--- src/rtl/lpf_pkg.sv ---
package lpf_pkg;

    localparam int CFG_IDX_W  = 3;
    localparam int CFG_DATA_W = 32;
    localparam int DIFF_W     = 33;
    localparam int SQ_W       = 66;
    localparam int CX_W       = 36;
    localparam int TH_W       = 34;

    localparam longint KINF_Q30  = 64'd652032875;
    localparam longint KTAIL_Q30 = 64'd434688583;

    typedef enum logic [1:0] {
        CMD_CLEAR  = 2'd0,
        CMD_APPEND = 2'd1,
        CMD_POSE   = 2'd2,
        CMD_TICK   = 2'd3
    } cmd_t;

    typedef enum logic [2:0] {
        REG_ENABLE    = 3'd0,
        REG_LOOKAHEAD = 3'd1,
        REG_MAX_H     = 3'd2,
        REG_MAX_V     = 3'd3,
        REG_YAW_RATE  = 3'd4,
        REG_GAIN_H    = 3'd5,
        REG_GAIN_V    = 3'd6
    } reg_idx_t;

    typedef struct packed {
        logic signed [31:0] x;
        logic signed [31:0] y;
        logic signed [31:0] z;
    } point_t;

    typedef struct packed {
        logic                     done;
        logic signed [DIFF_W-1:0] dx;
        logic signed [DIFF_W-1:0] dy;
        logic signed [DIFF_W-1:0] dz;
    } search_res_t;

    // arctan(2^-k), 2^31 = pi
    function automatic logic [31:0] atan_at(input logic [4:0] k);
        logic [31:0] a;
        case (k)
            5'd0:    a = 32'h20000000;
            5'd1:    a = 32'h12E4051E;
            5'd2:    a = 32'h09FB385B;
            5'd3:    a = 32'h051111D4;
            5'd4:    a = 32'h028B0D43;
            5'd5:    a = 32'h0145D7E1;
            5'd6:    a = 32'h00A2F61E;
            5'd7:    a = 32'h00517C55;
            5'd8:    a = 32'h0028BE53;
            5'd9:    a = 32'h00145F2F;
            5'd10:   a = 32'h000A2F98;
            5'd11:   a = 32'h000517CC;
            5'd12:   a = 32'h00028BE6;
            5'd13:   a = 32'h000145F3;
            5'd14:   a = 32'h0000A2FA;
            5'd15:   a = 32'h0000517D;
            5'd16:   a = 32'h000028BE;
            5'd17:   a = 32'h0000145F;
            5'd18:   a = 32'h00000A30;
            5'd19:   a = 32'h00000518;
            5'd20:   a = 32'h0000028C;
            5'd21:   a = 32'h00000146;
            5'd22:   a = 32'h000000A3;
            5'd23:   a = 32'h00000051;
            default: a = 32'h00000000;
        endcase
        return a;
    endfunction

endpackage

--- src/rtl/lpf_scale.sv ---
module lpf_scale (
    input  logic        clk,
    input  logic        rst_n,
    input  logic        start,
    input  logic [30:0] ax,
    input  logic [30:0] ay,
    input  logic [30:0] limit,
    input  logic [62:0] sum_sq,
    output logic        done,
    output logic [30:0] qx,
    output logic [30:0] qy
);
    import lpf_pkg::*;

    typedef enum logic [3:0] {
        SC_IDLE = 4'b0001,
        SC_SQRT = 4'b0010,
        SC_MUL  = 4'b0100,
        SC_DIV  = 4'b1000
    } sc_state_t;

    sc_state_t state_reg;
    logic [63:0] rad_reg;
    logic [34:0] rem_reg;
    logic [31:0] root_reg;
    logic [31:0] drem_reg;
    logic [61:0] num_reg;
    logic [5:0]  cnt_reg;
    logic [30:0] ax_reg, ay_reg, lim_reg, qx_reg, qy_reg;
    logic        sel_y_reg, done_reg;

    logic [34:0] rem_sh, trial;
    logic        sq_ge, dv_ge;
    logic [32:0] dsh;
    logic [61:0] num_next;
    logic [30:0] quot;

    assign rem_sh = {rem_reg[32:0], rad_reg[63:62]};
    assign trial  = {1'b0, root_reg, 2'b01};
    assign sq_ge  = rem_sh >= trial;

    assign dsh      = {drem_reg, num_reg[61]};
    assign dv_ge    = dsh >= {1'b0, root_reg};
    assign num_next = {num_reg[60:0], dv_ge};
    // zero speed gives zero components
    assign quot     = (root_reg == '0) ? '0 : num_next[30:0];

    always_ff @(posedge clk or negedge rst_n)
    begin
        if (!rst_n)
        begin
            state_reg <= SC_IDLE;
            done_reg  <= 1'b0;
            cnt_reg   <= '0;
            sel_y_reg <= 1'b0;
        end
        else
        begin
            done_reg <= 1'b0;
            unique case (state_reg)
                SC_IDLE:
                    if (start)
                    begin
                        state_reg <= SC_SQRT;
                        cnt_reg   <= '0;
                        sel_y_reg <= 1'b0;
                    end
                SC_SQRT:
                begin
                    cnt_reg <= cnt_reg + 1'b1;
                    if (cnt_reg == 6'd31)
                        state_reg <= SC_MUL;
                end
                SC_MUL:
                begin
                    cnt_reg   <= '0;
                    state_reg <= SC_DIV;
                end
                SC_DIV:
                begin
                    cnt_reg <= cnt_reg + 1'b1;
                    if (cnt_reg == 6'd61)
                    begin
                        if (sel_y_reg)
                        begin
                            state_reg <= SC_IDLE;
                            done_reg  <= 1'b1;
                        end
                        else
                        begin
                            sel_y_reg <= 1'b1;
                            state_reg <= SC_MUL;
                        end
                    end
                end
                default: state_reg <= SC_IDLE;
            endcase
        end
    end

    always_ff @(posedge clk)
    begin
        if (state_reg == SC_IDLE && start)
        begin
            rad_reg  <= {1'b0, sum_sq};
            rem_reg  <= '0;
            root_reg <= '0;
            ax_reg   <= ax;
            ay_reg   <= ay;
            lim_reg  <= limit;
        end
        if (state_reg == SC_SQRT)
        begin
            rem_reg  <= sq_ge ? (rem_sh - trial) : rem_sh;
            root_reg <= {root_reg[30:0], sq_ge};
            rad_reg  <= {rad_reg[61:0], 2'b00};
        end
        if (state_reg == SC_MUL)
        begin
            num_reg  <= 62'(sel_y_reg ? ay_reg : ax_reg) * 62'(lim_reg);
            drem_reg <= '0;
        end
        if (state_reg == SC_DIV)
        begin
            drem_reg <= dv_ge ? 32'(dsh - {1'b0, root_reg}) : dsh[31:0];
            num_reg  <= num_next;
            if (cnt_reg == 6'd61)
            begin
                if (sel_y_reg)
                    qy_reg <= quot;
                else
                    qx_reg <= quot;
            end
        end
    end

    assign done = done_reg;
    assign qx   = qx_reg;
    assign qy   = qy_reg;

endmodule

--- config.mk ---
export PLATFORM = sky130hd
export DESIGN_NAME = lpf_scale
export DESIGN_NICKNAME = d
export VERILOG_FILES = /design/src/rtl/lpf_pkg.sv /design/src/rtl/lpf_scale.sv
export SDC_FILE = /design/constraint.sdc
export NUM_CORES = 2
export LEC_CHECK = 0
export ABC_AREA = 1
export BUFFER_PORTS_ARGS = -buffer_cell sky130_fd_sc_hd__buf_2
export CAP_MARGIN = 15
export CORE_ASPECT_RATIO = 1.25
export CORE_UTILIZATION = 40
export DETAILED_ROUTE_END_ITERATION = 10
export SLEW_MARGIN = 20
export SYNTH_ARGS = -nofsm -noshare
export SYNTH_HDL_FRONTEND = slang
export SYNTH_SLANG_ARGS = --single-unit
--- constraint.sdc ---
create_clock -name clk -period 6.8 [get_ports clk]
set_input_delay 1.7 -clock clk [delete_from_list [all_inputs] [get_ports clk]]
set_output_delay 1.7 -clock clk [all_outputs]
set_load 0.03 [all_outputs]
---- Yosys cells after proc, flatten, opt, wreduce, memory -nomap -nowiden ----
Cells that the tools add are included.
cells by class
  add/subtract/negate cells ............... 3
  multipliers ............................. 1
  div/mod/pow operators ................... 0
  order comparisons ....................... 2
  equal/unequal tests ..................... 9
  shift operators ......................... 0
  muxes and demuxes ....................... 27
  bitwise gates (word level) .............. 1
  reduce and logical (&&, ||, !) cells .... 12
operators with widths
  kind                                            count
  two-way mux 32 bit                              5
  two-way mux 64 bit                              2
  two-way mux 62 bit                              2
  two-way mux 33 bit                              3
  multiplier 31 x 31 -> 62 bit                    1
  two-way mux 31 bit                              2
  >= comparator 35 x 34 -> 1 bit                  1
  >= comparator 33 x 32 -> 1 bit                  1
  subtractor 33 bit                               1
  zero test 32 bit                                1
  subtractor 32 bit                               1
  case mux 6 bit (3 select lines)                 1
  case mux 4 bit (4 select lines)                 1
  two-way mux 4 bit                               3
  AND reduction 3 bit                             4
  adder 6 x 1 -> 6 bit (second input constant)    1
  == test 6 x 5 -> 1 bit (second input constant)  1
  == test 6 bit (second input constant)           1
  two-way mux 6 bit                               1
  != test 2 bit (second input constant)           3
  nonzero test 2 bit                              3
  two-way mux 1 bit                               5
  == test 4 x 1 -> 1 bit (second input constant)  1
  == test 4 x 2 -> 1 bit (second input constant)  1
  9 further kinds                                 9
word-level totals
  flip-flop bits (word level) ............. 390
  bits in latches ......................... 0
  RAM bits ................................ 0
  bits in read-only memories .............. 0
  input bits .............................. 159
  output and inout bits ................... 63
  logic and storage cells ................. 70
  memories ................................ 0

---- Depth between registers and ports, before layout ----
  depth after elaboration ................. 4
  gate-level depth with buffers ........... 35
  depth with buffers taken out ............ 32

---- Least setup slack after synthesis ----
Ideal clock, no wire load.
  path type ............................... reg2reg
  from .................................... reg sel_y_reg
  to ...................................... reg num_reg[46], data pin
  setup time .............................. 0.254 ns
  arrival ................................. 6.779 ns
  required time ........................... 6.546 ns
  path slack .............................. -0.233 ns
  cell stages (with the launch flop) ...... 33
  clock period less this slack ............ 7.033 ns
  cell sequence ........................... dfrtp_1 > inv_1 > clkbuf_1 > or2_2 > nand2_2 > inv_1 > clkbuf_1 > nand2_1 > fa_1 > inv_1 > fa_1 > fa_1 > inv_1 > fa_1 > inv_1 > fa_1 > fa_1 > fa_1 > inv_1 > fa_1 > inv_1 > ha_1 > nand2_1 > nor2_1 > inv_1 > nor3_1 > nand2_1 > nor2_1 > nand2_1 > nand3_1 > nand2_1 > nand3_1 > nand2_1
between the ends
  word-level cells in the longest chain between the ends .. 4
ends and longest elaborated chain
  element                       line              RTL
  start: declaration            lpf_scale.sv:30   logic sel_y_reg, done_reg;
  start signal: assignment      lpf_scale.sv:55   sel_y_reg <= 1'b0;
  start signal: assignment      lpf_scale.sv:66   sel_y_reg <= 1'b0;
  start signal: assignment      lpf_scale.sv:91   sel_y_reg <= 1'b1;
  two-way mux 31 bit            lpf_scale.sv:120  num_reg <= 62'(sel_y_reg ? ay_reg : ax_reg) * 62'(lim_reg);
  multiplier 31 x 31 -> 62 bit  lpf_scale.sv:120
  two-way mux 62 bit            lpf_scale.sv:118  if (state_reg == SC_MUL)
  two-way mux 62 bit            lpf_scale.sv:123  if (state_reg == SC_DIV)
  end signal: assignment        lpf_scale.sv:120
  end signal: assignment        lpf_scale.sv:126  num_reg <= num_next;
  end: declaration              lpf_scale.sv:27   logic [61:0] num_reg;
No other way between the ends. The select of a mux whose other input is x is not followed.
A chain may end at the register's enable or synchronous reset.

---- Final worst setup path ----
  from .................................... reg sel_y_reg
  to ...................................... reg num_reg[58], data pin
The elaborated chain is that of the path after synthesis.

==> flow_summary.json <==
{
  "cts_tree": "yes",
  "port_buffers": 221,
  "cp_slowest_stage_delay_ps": 600,
  "final_max_slew_viol_count": 0,
  "fp.coreArea_um2": 129000,
  "nNetsFinal": 8299,
  "violations": "negative setup slack",
  "via_per_inst": 5.04,
  "grt_max_degree": 92,
  "syn-num-nets": 7616,
  "cts_root_buf": "clkbuf_16",
  "timing.fmax_mhz": 134,
  "overflow": 0,
  "antenna_found_initial": 9,
  "syn_area_um2": 52200,
  "finalCriticalPeriod_ps": 7440,
  "yosysWarningCount": 0,
  "post-place-ws_ps": -939,
  "h-tree-depth": 2,
  "fin_area_um2": 65100,
  "relSlewSlack": 0.311,
  "largest_reg_flops": 64,
  "finClkSkew_ps": 50.5,
  "cts_hold_buffers": 0,
  "clkLatencyLatePin_ps": 680,
  "arrival_ps": 7850,
  "gp_congestion": 0.977,
  "synthArstFlopShare": 0.0308,
  "synth-edff-count": 376,
  "die_w_um": 325,
  "routed_wirelength_um": 190000,
  "path_clk_slew_ps": 60,
  "die_area_um2": 132000,
  "max-cap-violations": 0,
  "io_pins": 222,
  "post-route-period-util": 1.09,
  "final_antenna_net_count": 0,
  "crit_top_cell": "fa_1",
  "fp-row-count": 147,
  "synth_cell_types": 51,
  "holdCritPathClass": "register to register",
  "start_kind": "register",
  "grt_usage": 0.291,
  "synth_seq_cells": 390,
  "worst_pin_slew_ps": 1030,
  "drt_pre_antenna_iters": 6,
  "yosysSeqAreaShare": 0.223,
  "grt_pass1_wl_um": 283000,
  "die-height_um": 406,
  "start_util": 0.405,
  "end_kind": "register",
  "cp_max_fo": 7,
  "cp_slowest_cell": "fa_1",
  "crit_family": "adder cells",
  "final.setup.tns_ps": -22760,
  "synthFlopType": "edfxtp_1",
  "holdWs_ps": 471,
  "area_delta_synth_final_pct": 24.8,
  "cts_inserted_buffers": 48,
  "grt_pass1_vias": 45600,
  "wl_per_cell_um": 21.8,
  "layout_common_cells": "nand2_1, inv_1, nor2_1, fa_1, buf_4",
  "drt-initial-drc-count": 3283,
  "setup_viol": 50,
  "drive_gt1_frac": 0.231,
  "final_common_cell": "nand2_1",
  "crit_buf_inv": 9,
  "finalWorstSetupSlack_ps": -642,
  "n_fill_cell": 12200,
  "vias": 44000,
  "cts_sinks": 390,
  "crit_type": "register to register",
  "dp_hpwl_um": 155000,
  "clockBufferDepth": 3,
  "drc_errors": 0,
  "rsz0062_at_grt": "true",
  "cp_data_required_time_ps": 7210,
  "status": "finished, violations left",
  "place_area_um2": 59500,
  "finalHoldViolCount": 0,
  "synthCells": 6296,
  "syn_avg_cell_area_um2": 8.29
}
## Yosys cell counts, drive strengths merged, types with 3 or more instances
| master | n | area, µm² |
|---|---|---|
| edfxtp | 376 | 11300 |
| nand4 | 34 | 219 |
| a21oi | 116 | 603 |
| clkinv | 10 | 37.5 |
| dfrtp | 11 | 275 |
| nor4 | 13 | 87.6 |
| ha | 323 | 4040 |
| nand3b | 63 | 473 |
| nor3 | 24 | 135 |
| or2 | 81 | 507 |
| clkbuf | 171 | 642 |
| a22o | 59 | 517 |
| inv | 1336 | 5020 |
| and2 | 3 | 18.8 |
| buf | 57 | 347 |
| xnor2 | 5 | 43.8 |
| fa | 838 | 16800 |
| o21ai | 94 | 470 |
| nand3 | 141 | 721 |
| nand2 | 1573 | 5980 |
| xor2 | 33 | 289 |
| nor2 | 908 | 3440 |
| and3 | 3 | 18.8 |
| o21bai | 9 | 67.6 |
## repair_timing
| item | CTS | global route |
|---|---|---|
| pin swaps | 145 | 200 |
| gates resized for setup | 575 | 275 |
| cloned | 9 | 1 |
| setup buffers | 66 | 38 |
| endpoints found under the setup margin | 51 | 51 |
## cells by family after synthesis
| group | Yosys count | share of synthesized area |
|---|---|---|
| AO/OA/AOI/OAI | 288 | 0.0332 |
| XOR/XNOR | 38 | 0.00638 |
| adder cells (fa/ha/maj) | 1161 | 0.399 |
| buffers and inverters | 1574 | 0.116 |
| flip-flops | 390 | 0.223 |
| AND/OR/NAND/NOR | 2845 | 0.223 |
## worst reg2reg max path: cells and delay by family (launching register included)
kind | cells | cell delay (ps)
flops | 1 | 450
fa+ha+maj | 9 | 4480
simple gates | 13 | 1340
buf+inv | 9 | 900
## metal layers
metal  vias up  global-route usage  wire length, µm  share of wire
met5         -                   0               14       0.000073
met4         2               0.166            13500          0.071
met3       484              0.0427            12400          0.065
met2      1620               0.501            92700           0.49
met1     21700               0.347            71900           0.38
li1      20200                   -                -              -
## final cells by class
| cell class | instances | area [µm²] | share of cell area |
|---|---|---|---|
| Antenna cell | 7 | 17.5 | 0.000269 |
| Clock buffer | 57 | 1230 | 0.0190 |
| Clock inverter | 30 | 323 | 0.00496 |
| Inverter | 1346 | 5100 | 0.0783 |
| Multi-Input combinational cell | 4332 | 37100 | 0.570 |
| Sequential cell | 390 | 11600 | 0.179 |
| Tap cell | 1713 | 2140 | 0.0329 |
| Timing Repair Buffer | 860 | 7540 | 0.116 |
| Timing Repair inverter | 1 | 7.51 | 0.000115 |
## worst paths after layout
path,start,endpoint,slack [ps],depth (start not counted)
setup / recovery,sel_y_reg,num_reg[58],-640,31
hold / removal,rad_reg[0],rad_reg[0],470,2
setup reg to reg,sel_y_reg,num_reg[58],-640,31
hold reg to reg,rad_reg[0],rad_reg[0],470,2
max in group asynchronous,rst_n,state_reg[0],5430,1
min in group asynchronous,rst_n,sel_y_reg,980,1
## stage by stage
stage / util / cells
after floorplan: - / 6296
after global placement: 0.462 / 8537
after detailed placement: 0.462 / 8537
after CTS: 0.497 / 8698
after global routing: 0.505 / 8733
final: 0.505 / 8736
Power is not shown: default switching activity piles up to over one toggle a cycle in this logic, so the estimate is an artifact.
