File: src/rtl/lpf_pkg.sv
package lpf_pkg;

    localparam int CFG_IDX_W  = 3;
    localparam int CFG_DATA_W = 32;
    localparam int DIFF_W     = 33;
    localparam int SQ_W       = 66;
    localparam int CX_W       = 36;
    localparam int TH_W       = 34;

    localparam longint KINF_Q30  = 64'd652032875;
    localparam longint KTAIL_Q30 = 64'd434688583;

    typedef enum logic [1:0] {
        CMD_CLEAR  = 2'd0,
        CMD_APPEND = 2'd1,
        CMD_POSE   = 2'd2,
        CMD_TICK   = 2'd3
    } cmd_t;

    typedef enum logic [2:0] {
        REG_ENABLE    = 3'd0,
        REG_LOOKAHEAD = 3'd1,
        REG_MAX_H     = 3'd2,
        REG_MAX_V     = 3'd3,
        REG_YAW_RATE  = 3'd4,
        REG_GAIN_H    = 3'd5,
        REG_GAIN_V    = 3'd6
    } reg_idx_t;

    typedef struct packed {
        logic signed [31:0] x;
        logic signed [31:0] y;
        logic signed [31:0] z;
    } point_t;

    typedef struct packed {
        logic                     done;
        logic signed [DIFF_W-1:0] dx;
        logic signed [DIFF_W-1:0] dy;
        logic signed [DIFF_W-1:0] dz;
    } search_res_t;

    // arctan(2^-k), 2^31 = pi
    function automatic logic [31:0] atan_at(input logic [4:0] k);
        logic [31:0] a;
        case (k)
            5'd0:    a = 32'h20000000;
            5'd1:    a = 32'h12E4051E;
            5'd2:    a = 32'h09FB385B;
            5'd3:    a = 32'h051111D4;
            5'd4:    a = 32'h028B0D43;
            5'd5:    a = 32'h0145D7E1;
            5'd6:    a = 32'h00A2F61E;
            5'd7:    a = 32'h00517C55;
            5'd8:    a = 32'h0028BE53;
            5'd9:    a = 32'h00145F2F;
            5'd10:   a = 32'h000A2F98;
            5'd11:   a = 32'h000517CC;
            5'd12:   a = 32'h00028BE6;
            5'd13:   a = 32'h000145F3;
            5'd14:   a = 32'h0000A2FA;
            5'd15:   a = 32'h0000517D;
            5'd16:   a = 32'h000028BE;
            5'd17:   a = 32'h0000145F;
            5'd18:   a = 32'h00000A30;
            5'd19:   a = 32'h00000518;
            5'd20:   a = 32'h0000028C;
            5'd21:   a = 32'h00000146;
            5'd22:   a = 32'h000000A3;
            5'd23:   a = 32'h00000051;
            default: a = 32'h00000000;
        endcase
        return a;
    endfunction

endpackage

File: src/rtl/lpf_cordic.sv
module lpf_cordic #(
    parameter int STEPS = 16
) (
    input  logic               clk,
    input  logic               rst_n,
    input  logic               start,
    input  logic signed [31:0] vx,
    input  logic signed [31:0] vy,
    input  logic signed [15:0] heading,
    output logic               done,
    output logic signed [31:0] fwd,
    output logic signed [31:0] left
);
    import lpf_pkg::*;

    localparam longint KQ = KINF_Q30 + (KTAIL_Q30 >> (2 * STEPS));
    localparam logic signed [31:0] KQ_S = 32'(KQ);
    localparam logic signed [TH_W-1:0] HALF_PI = 34'sh0_4000_0000;
    localparam logic signed [TH_W-1:0] PI_ANG  = 34'sh0_8000_0000;
    localparam logic signed [67:0] SAT_HI = 68'sh0_0000_0000_7FFF_FFFF;
    localparam logic signed [67:0] SAT_LO = -68'sh0_0000_0000_8000_0000;

    typedef enum logic [3:0] {
        CO_IDLE = 4'b0001,
        CO_ROT  = 4'b0010,
        CO_MUL  = 4'b0100,
        CO_SAT  = 4'b1000
    } co_state_t;

    co_state_t state_reg;
    logic [4:0] k_reg;
    logic signed [CX_W-1:0] x_reg, y_reg;
    logic signed [TH_W-1:0] th_reg;
    logic signed [67:0] px_reg, py_reg;
    logic signed [31:0] fwd_reg, left_reg;
    logic done_reg;

    logic signed [TH_W-1:0] th0, at;
    logic signed [CX_W-1:0] x0, y0, dxs, dys;
    logic signed [67:0] sx, sy;

    function automatic logic signed [31:0] sat32(input logic signed [67:0] v);
        if (v > SAT_HI)
            return 32'sh7FFF_FFFF;
        if (v < SAT_LO)
            return 32'sh8000_0000;
        return v[31:0];
    endfunction

    assign th0 = -$signed({{2{heading[15]}}, heading, 16'h0000});
    assign x0  = CX_W'(vx);
    assign y0  = CX_W'(vy);
    assign dxs = y_reg >>> k_reg;
    assign dys = x_reg >>> k_reg;
    assign at  = $signed({2'b00, atan_at(k_reg)});
    assign sx  = px_reg >>> 30;
    assign sy  = py_reg >>> 30;

    always_ff @(posedge clk or negedge rst_n)
    begin
        if (!rst_n)
        begin
            state_reg <= CO_IDLE;
            k_reg     <= '0;
            done_reg  <= 1'b0;
        end
        else
        begin
            done_reg <= 1'b0;
            unique case (state_reg)
                CO_IDLE:
                    if (start)
                    begin
                        state_reg <= CO_ROT;
                        k_reg     <= '0;
                    end
                CO_ROT:
                begin
                    k_reg <= k_reg + 1'b1;
                    if (k_reg == 5'(STEPS - 1))
                        state_reg <= CO_MUL;
                end
                CO_MUL: state_reg <= CO_SAT;
                CO_SAT:
                begin
                    state_reg <= CO_IDLE;
                    done_reg  <= 1'b1;
                end
                default: state_reg <= CO_IDLE;
            endcase
        end
    end

    always_ff @(posedge clk)
    begin
        if (state_reg == CO_IDLE && start)
        begin
            // fold the angle into +-pi/2 with a half-turn
            if (th0 > HALF_PI)
            begin
                x_reg  <= -x0;
                y_reg  <= -y0;
                th_reg <= th0 - PI_ANG;
            end
            else if (th0 < -HALF_PI)
            begin
                x_reg  <= -x0;
                y_reg  <= -y0;
                th_reg <= th0 + PI_ANG;
            end
            else
            begin
                x_reg  <= x0;
                y_reg  <= y0;
                th_reg <= th0;
            end
        end
        if (state_reg == CO_ROT)
        begin
            if (!th_reg[TH_W-1])
            begin
                x_reg  <= x_reg - dxs;
                y_reg  <= y_reg + dys;
                th_reg <= th_reg - at;
            end
            else
            begin
                x_reg  <= x_reg + dxs;
                y_reg  <= y_reg - dys;
                th_reg <= th_reg + at;
            end
        end
        if (state_reg == CO_MUL)
        begin
            px_reg <= 68'(x_reg) * 68'(KQ_S);
            py_reg <= 68'(y_reg) * 68'(KQ_S);
        end
        if (state_reg == CO_SAT)
        begin
            fwd_reg  <= sat32(sx);
            left_reg <= sat32(sy);
        end
    end

    assign done = done_reg;
    assign fwd  = fwd_reg;
    assign left = left_reg;

endmodule

File: config.mk
export PLATFORM = sky130hd
export DESIGN_NAME = lpf_cordic
export DESIGN_NICKNAME = d
export VERILOG_FILES = /design/src/rtl/lpf_pkg.sv /design/src/rtl/lpf_cordic.sv
export SDC_FILE = /design/constraint.sdc
export NUM_CORES = 2
export LEC_CHECK = 0
export ABC_AREA = 1
export BUFFER_PORTS_ARGS = -buffer_cell sky130_fd_sc_hd__clkbuf_2
export CAP_MARGIN = 15
export CORE_MARGIN = 8
export CORE_UTILIZATION = 50
export CTS_BUF_LIST = sky130_fd_sc_hd__clkbuf_8
export DETAILED_ROUTE_END_ITERATION = 16
export GPL_ROUTABILITY_DRIVEN = 0
export PLACE_DENSITY = 0.76
export SYNTH_ARGS = -nofsm -noshare
export SYNTH_HDL_FRONTEND = slang
export SYNTH_SLANG_ARGS = --single-unit
File: constraint.sdc
create_clock -name clk -period 12.55 [get_ports clk]
set_input_delay 0.6275 -clock clk [delete_from_list [all_inputs] [get_ports clk]]
set_output_delay 0.6275 -clock clk [all_outputs]
set_load 0.02 [all_outputs]
; ---- Word-level counts from Yosys, hierarchy flattened
; Memories as Yosys holds them, arrays and structs flattened.
; Cells that the tools add are included.
[totals]
register_bits = 314
mem_bits_ro = 960
n_memories = 1
input_bits = 83
[memory_table]
columns = name, depth, word_bits, rd, rd_clocked_by_memory_dff, write_ports, line_no
row1 = (name not given), 32, 30, 1, 0, 0, lpf_pkg.sv:46  ; case (k)
[classes]
magnitude_cmp = 6
muxes = 39
n_reduce_logical = 5
mul = 2
add_sub_neg = 12
eq_ne = 7
n_shift = 2
[ops]
columns = cell, n
row1 = 36-bit two-way mux, 10
row2 = 32-bit two-way mux, 8
row3 = 34-bit two-way mux, 5
row4 = 36-bit by 31-bit multiplier with 67-bit output (second input constant), 2
row5 = 37-bit by 32-bit greater-than comparator with 1-bit output (second input constant), 2
row6 = 37-bit by 32-bit < comparator with 1-bit output (second input constant), 2
row7 = 36-bit adder, 2
row8 = 32-bit negation with 36-bit output, 2
row9 = 36-bit by 5-bit >>> shifter with 36-bit output, 2
row10 = 36-bit subtractor, 2
row11 = 34-bit by 33-bit adder with 34-bit output, 1
row12 = 34-bit by 33-bit adder with 34-bit output (second input constant), 1
row13 = 34-bit by 32-bit greater-than comparator with 1-bit output (second input constant), 1
row14 = 34-bit by 31-bit < comparator with 1-bit output (second input constant), 1
row15 = 32-bit negation with 34-bit output, 1
row16 = 34-bit by 33-bit subtractor with 34-bit output, 1
row17 = 34-bit by 33-bit subtractor with 34-bit output (second input constant), 1
row18 = 4-bit case mux with 3 select lines, 1
row19 = 1-bit two-way mux, 11
row20 = 5-bit case mux with 2 select lines, 1
row21 = 4-bit two-way mux, 2
row22 = 5-bit by 1-bit adder with 5-bit output (second input constant), 1
row23 = 5-bit by 4-bit == test with 1-bit output (second input constant), 1
row24 = 5-bit two-way mux, 1
row25 = 8 further kinds, 11

; ---- Longest topological paths before layout
[depth]
depth_word = 7
ltp_mapped = 39
depth_no_buf = 36

; ---- Least setup slack after synthesis
; OpenSTA, ideal clock, no wires.
[synth_path]
path_type = flip-flop to flip-flop
start = register y_reg[35]
end = register py_reg[62] (data pin)
arrival_ns = 7.383
path_buffers = 2
path_stages_with_launch = 22
path_slack_ns = 4.907
setup_time_ns = 0.260
required_ns = 12.290
cell_sequence = edfxtp_1 clkbuf_1 inv_1 clkbuf_1 fa_1 fa_1 inv_1 fa_1 fa_1 fa_1 fa_1 ha_1 a21oi_1 o21a_1 inv_1 a21oi_1 inv_1 a21oi_1 inv_1 a221oi_1 nand2_1 xor2_1
[synth_between]
elab_chain_cells = 1
[synth_lines]
columns = item, line_no
row1 = start: declaration, lpf_cordic.sv:32  ; logic signed [CX_W-1:0] x_reg, y_reg;
row2 = start signal: assignment, lpf_cordic.sv:102  ; y_reg <= -y0;
row3 = start signal: assignment, lpf_cordic.sv:108  ; y_reg <= -y0;
row4 = start signal: assignment, lpf_cordic.sv:114  ; y_reg <= y0;
row5 = 36-bit by 31-bit multiplier with 67-bit output, lpf_cordic.sv:136  ; py_reg <= 68'(y_reg) * 68'(KQ_S);
row6 = end signal: assignment, lpf_cordic.sv:136
row7 = end: declaration, lpf_cordic.sv:34  ; logic signed [67:0] px_reg, py_reg;
; Every way passes these cells.
; A chain may end at the register's enable or synchronous reset.

; ---- Worst setup path in the final report
[layout_path]
start = register x_reg[29]
end = register px_reg[66] (netlist name)
[layout_between]
elab_chain_cells = 1
[layout_lines]
columns = item, line_no
row1 = start: declaration, lpf_cordic.sv:32
row2 = start signal: assignment, lpf_cordic.sv:101  ; x_reg <= -x0;
row3 = start signal: assignment, lpf_cordic.sv:107  ; x_reg <= -x0;
row4 = start signal: assignment, lpf_cordic.sv:122  ; x_reg <= x_reg - dxs;
row5 = 36-bit by 31-bit multiplier with 67-bit output, lpf_cordic.sv:135  ; px_reg <= 68'(x_reg) * 68'(KQ_S);
; Every way passes these cells.

==> impl_results.md <==
- DRC viols: 0
- Detailed placer's ending HPWL: around 190 mm
- Most frequent cells in the layout: inv_1, nand2_1, fa_1
- Design area: roughly 73000 sq um
- Hold_ws: between 0.2 and 0.25 ns
- Critical-path top delay cell: edfxtp_1
- TritonCTS clock tree: built
- Dpl cell area: ~72000 sq um
- Wire length per cell: between 20 and 25 um
- Relative slew slack: between 20% and 30%
- Clk slew on worst S/H paths: around 0.060 ns
- Longest Clk Path Bufs: 3
- Antenna viol nets, final: 0
- Synthesis-to-finish area growth: 5.26%
- Worst skew pair latency: 0.77 ns
- Via count: 60400
- CTS Root Cell: clkbuf_8
- Initial antenna violation count: 5
- Cell mode on critical path: fa_1
- Ys async rst share: 3.94%
- Port Buf Inserts: ~150
- IO Pins: approximately 150
- Most common library cell in the layout ignoring fill and taps: inv_1
- Outcome: finished clean
- Final Max Slew Viols: 0
- Drt pass-1 iters: 12
- Gr usage total: 28.1%
- Number of hold buffers added after CTS: 1
- Fillers: approximately 13000
- Crit path max fanout: 10
- Fin crit period: 7.64 ns
- Sequential fraction of the synthesis area: between 10 and 15%
- Number of synthesized flops with an enable pin: ~240
- Total CTS buffers: around 50
- Vias in the first global route: 60800
- Worst path cell trace: ha_1 -> fa_1 -> inv_1 -> fa_1 -> fa_1 -> inv_1 -> fa_1 -> fa_1 -> fa_1 -> inv_1 -> fa_1 -> inv_1 -> ha_1 -> a21oi_1 -> o21a_1 -> inv_1 -> a21oi_1 -> nor2_1 -> nor2_1 -> inv_1 -> a221oi_1 -> nand2_1 -> nand2_1 -> nand2_1
- Final nets: around 11000
- CP Class: reg -> reg
- Final setup viols: 0
- Worst EP arrival: 8.07 ns
- Area of the die: 152000 sq um
- Syn avg cell area: ~8.0 sq um
- Die X-Extent: 389 um
- #FFs+latches synth: around 250
- Hold WC Path Type: in -> reg
- Share of post-route cells with drive strength above 1: under 10%
- Resized cells post-CTS: 0
- Critical path launch point type: flip-flop
- CTS Sinks: between 200 and 300
- CTS H-tree lvls: 2
- Post-synthesis cell type count: 63
- RSZ-0062 raised after global routing: false
- CP endpoint kind: flip-flop
- Final WL: about 220 mm
- Setup TNS: 0 ns
- Global-route wire length before repair: approximately 340 mm
- Post-CTS Setup Inserts: 0
- Drt via density: 5.64
- Initial DRC count: between 7000 and 8000
- Ys Warns: 0
- Rows: ~140
- Mapped Cells: 8700
- Max-cap violations: 0
- Largest net degree at the start of global routing: 85
- Top_reg_cell synth: edfxtp_1
- Total global routing overflow: 0
- Initial Util: around half
- Crit share post-route: 60.9%
- Worst path max stage delay: approximately 0.76 ns
- Die height: 389 um
- WP data required: between 10 and 15 ns
- Fmax: approximately 130 MHz
- Synthesized area: ~70000 sq um
- Measured slew at the worst slew-check pin: approximately 1.1 ns
- Syn_nets: about 11000
- Clock skew: slightly above 0.1 ns
- Core Region: between 100000 and 150000 sq um
- Hold Vio Cnt, Final: 0
## synth_stat cells (6+ instances only)
master,number,area share (%)
o2111ai_1,10,0.13
inv_1,2176,12
xor2_1,215,2.7
nor2_2,12,0.11
fa_1,1154,33
nor3_1,57,0.41
o22ai_1,12,0.11
buf_4,13,0.14
o21ai_1,20,0.14
buf_6,11,0.18
edfxtp_1,244,11
dfrtp_1,9,0.32
clkbuf_1,71,0.38
o21ai_0,373,2.7
o31ai_1,15,0.16
nand2_2,31,0.28
o221ai_1,11,0.14
nand2_1,1497,8.1
a31oi_1,65,0.58
nand4_1,58,0.52
nor4_1,26,0.23
and3_1,6,0.054
ha_1,769,14
a21oi_1,403,2.9
or2_2,31,0.28
inv_2,18,0.097
o21a_1,41,0.44
a21boi_0,14,0.15
nand3_1,540,3.9
a221oi_1,8,0.10
buf_1,15,0.081
o21bai_1,15,0.16
nor2_1,531,2.9
o211ai_1,15,0.16
buf_2,53,0.38
xnor2_1,94,1.2
a21o_1,24,0.26
## final timing paths
path,from,to,slack (ns),cells past startpoint
min in group asynchronous,rst_n,k_reg[3],0.29,2
max in group asynchronous,rst_n,state_reg[0],11.88,2
max reg2reg,x_reg[29],px_reg[66],4.91,24
min,heading[0],th_reg[16],0.21,3
max,x_reg[29],px_reg[66],4.91,24
min reg2reg,py_reg[66],left[31],0.47,0
## logic make-up after synthesis
logic type / count (synthesis) / synth area share, %
multiplexers: 1 / 0.0162
XOR/XNOR: 309 / 3.88
buffers and inverters: 2358 / 13.0
AO/OA/AOI/OAI: 1046 / 8.36
adder cells (fa/ha/maj): 1923 / 46.9
AND/OR/NAND/NOR: 2809 / 17.0
flip-flops: 254 / 10.9
## per-layer routing
metal / global-route usage [%] / routed length (um)
met5: 0.670 / 280
met4: 10.7 / 10600
met1: 37.4 / 85200
met2: 42.8 / 93500
met3: 8.74 / 28100
## through the flow
| step | worst slack (ns) | instances | utilization [%] |
|---|---|---|---|
| after floorplan | 4.91 | 8700 | - |
| after global placement | 5.16 | 10600 | 52.1 |
| after detailed placement | 5.09 | 10600 | 52.1 |
| after CTS | 5.07 | 10700 | 52.8 |
| after global routing | 4.67 | 10700 | 52.8 |
| final | 4.91 | 10700 | 52.8 |
## area by class of cell
cell class	count	area [sq um]	area share, %
antenna	3	7.51	0.0102
timing repair buffer	195	1100	1.50
multi-input combinational	6088	53200	72.4
inverter	2195	8240	11.2
clock inverter	34	241	0.329
tap	1876	2350	3.20
sequential	254	7580	10.3
clock buffer	52	716	0.975
## critical path: cells and delay by family, from the launching register on
kind | cells | cell delay [ns]
flops | 1 | 0.76
buf+inv | 6 | 0.43
simple gates | 5 | 0.48
fa+ha+maj | 9 | 4.58
compound gates | 4 | 1.02
Power is not shown: default switching activity piles up to over one toggle a cycle in this logic, so the estimate is an artifact.
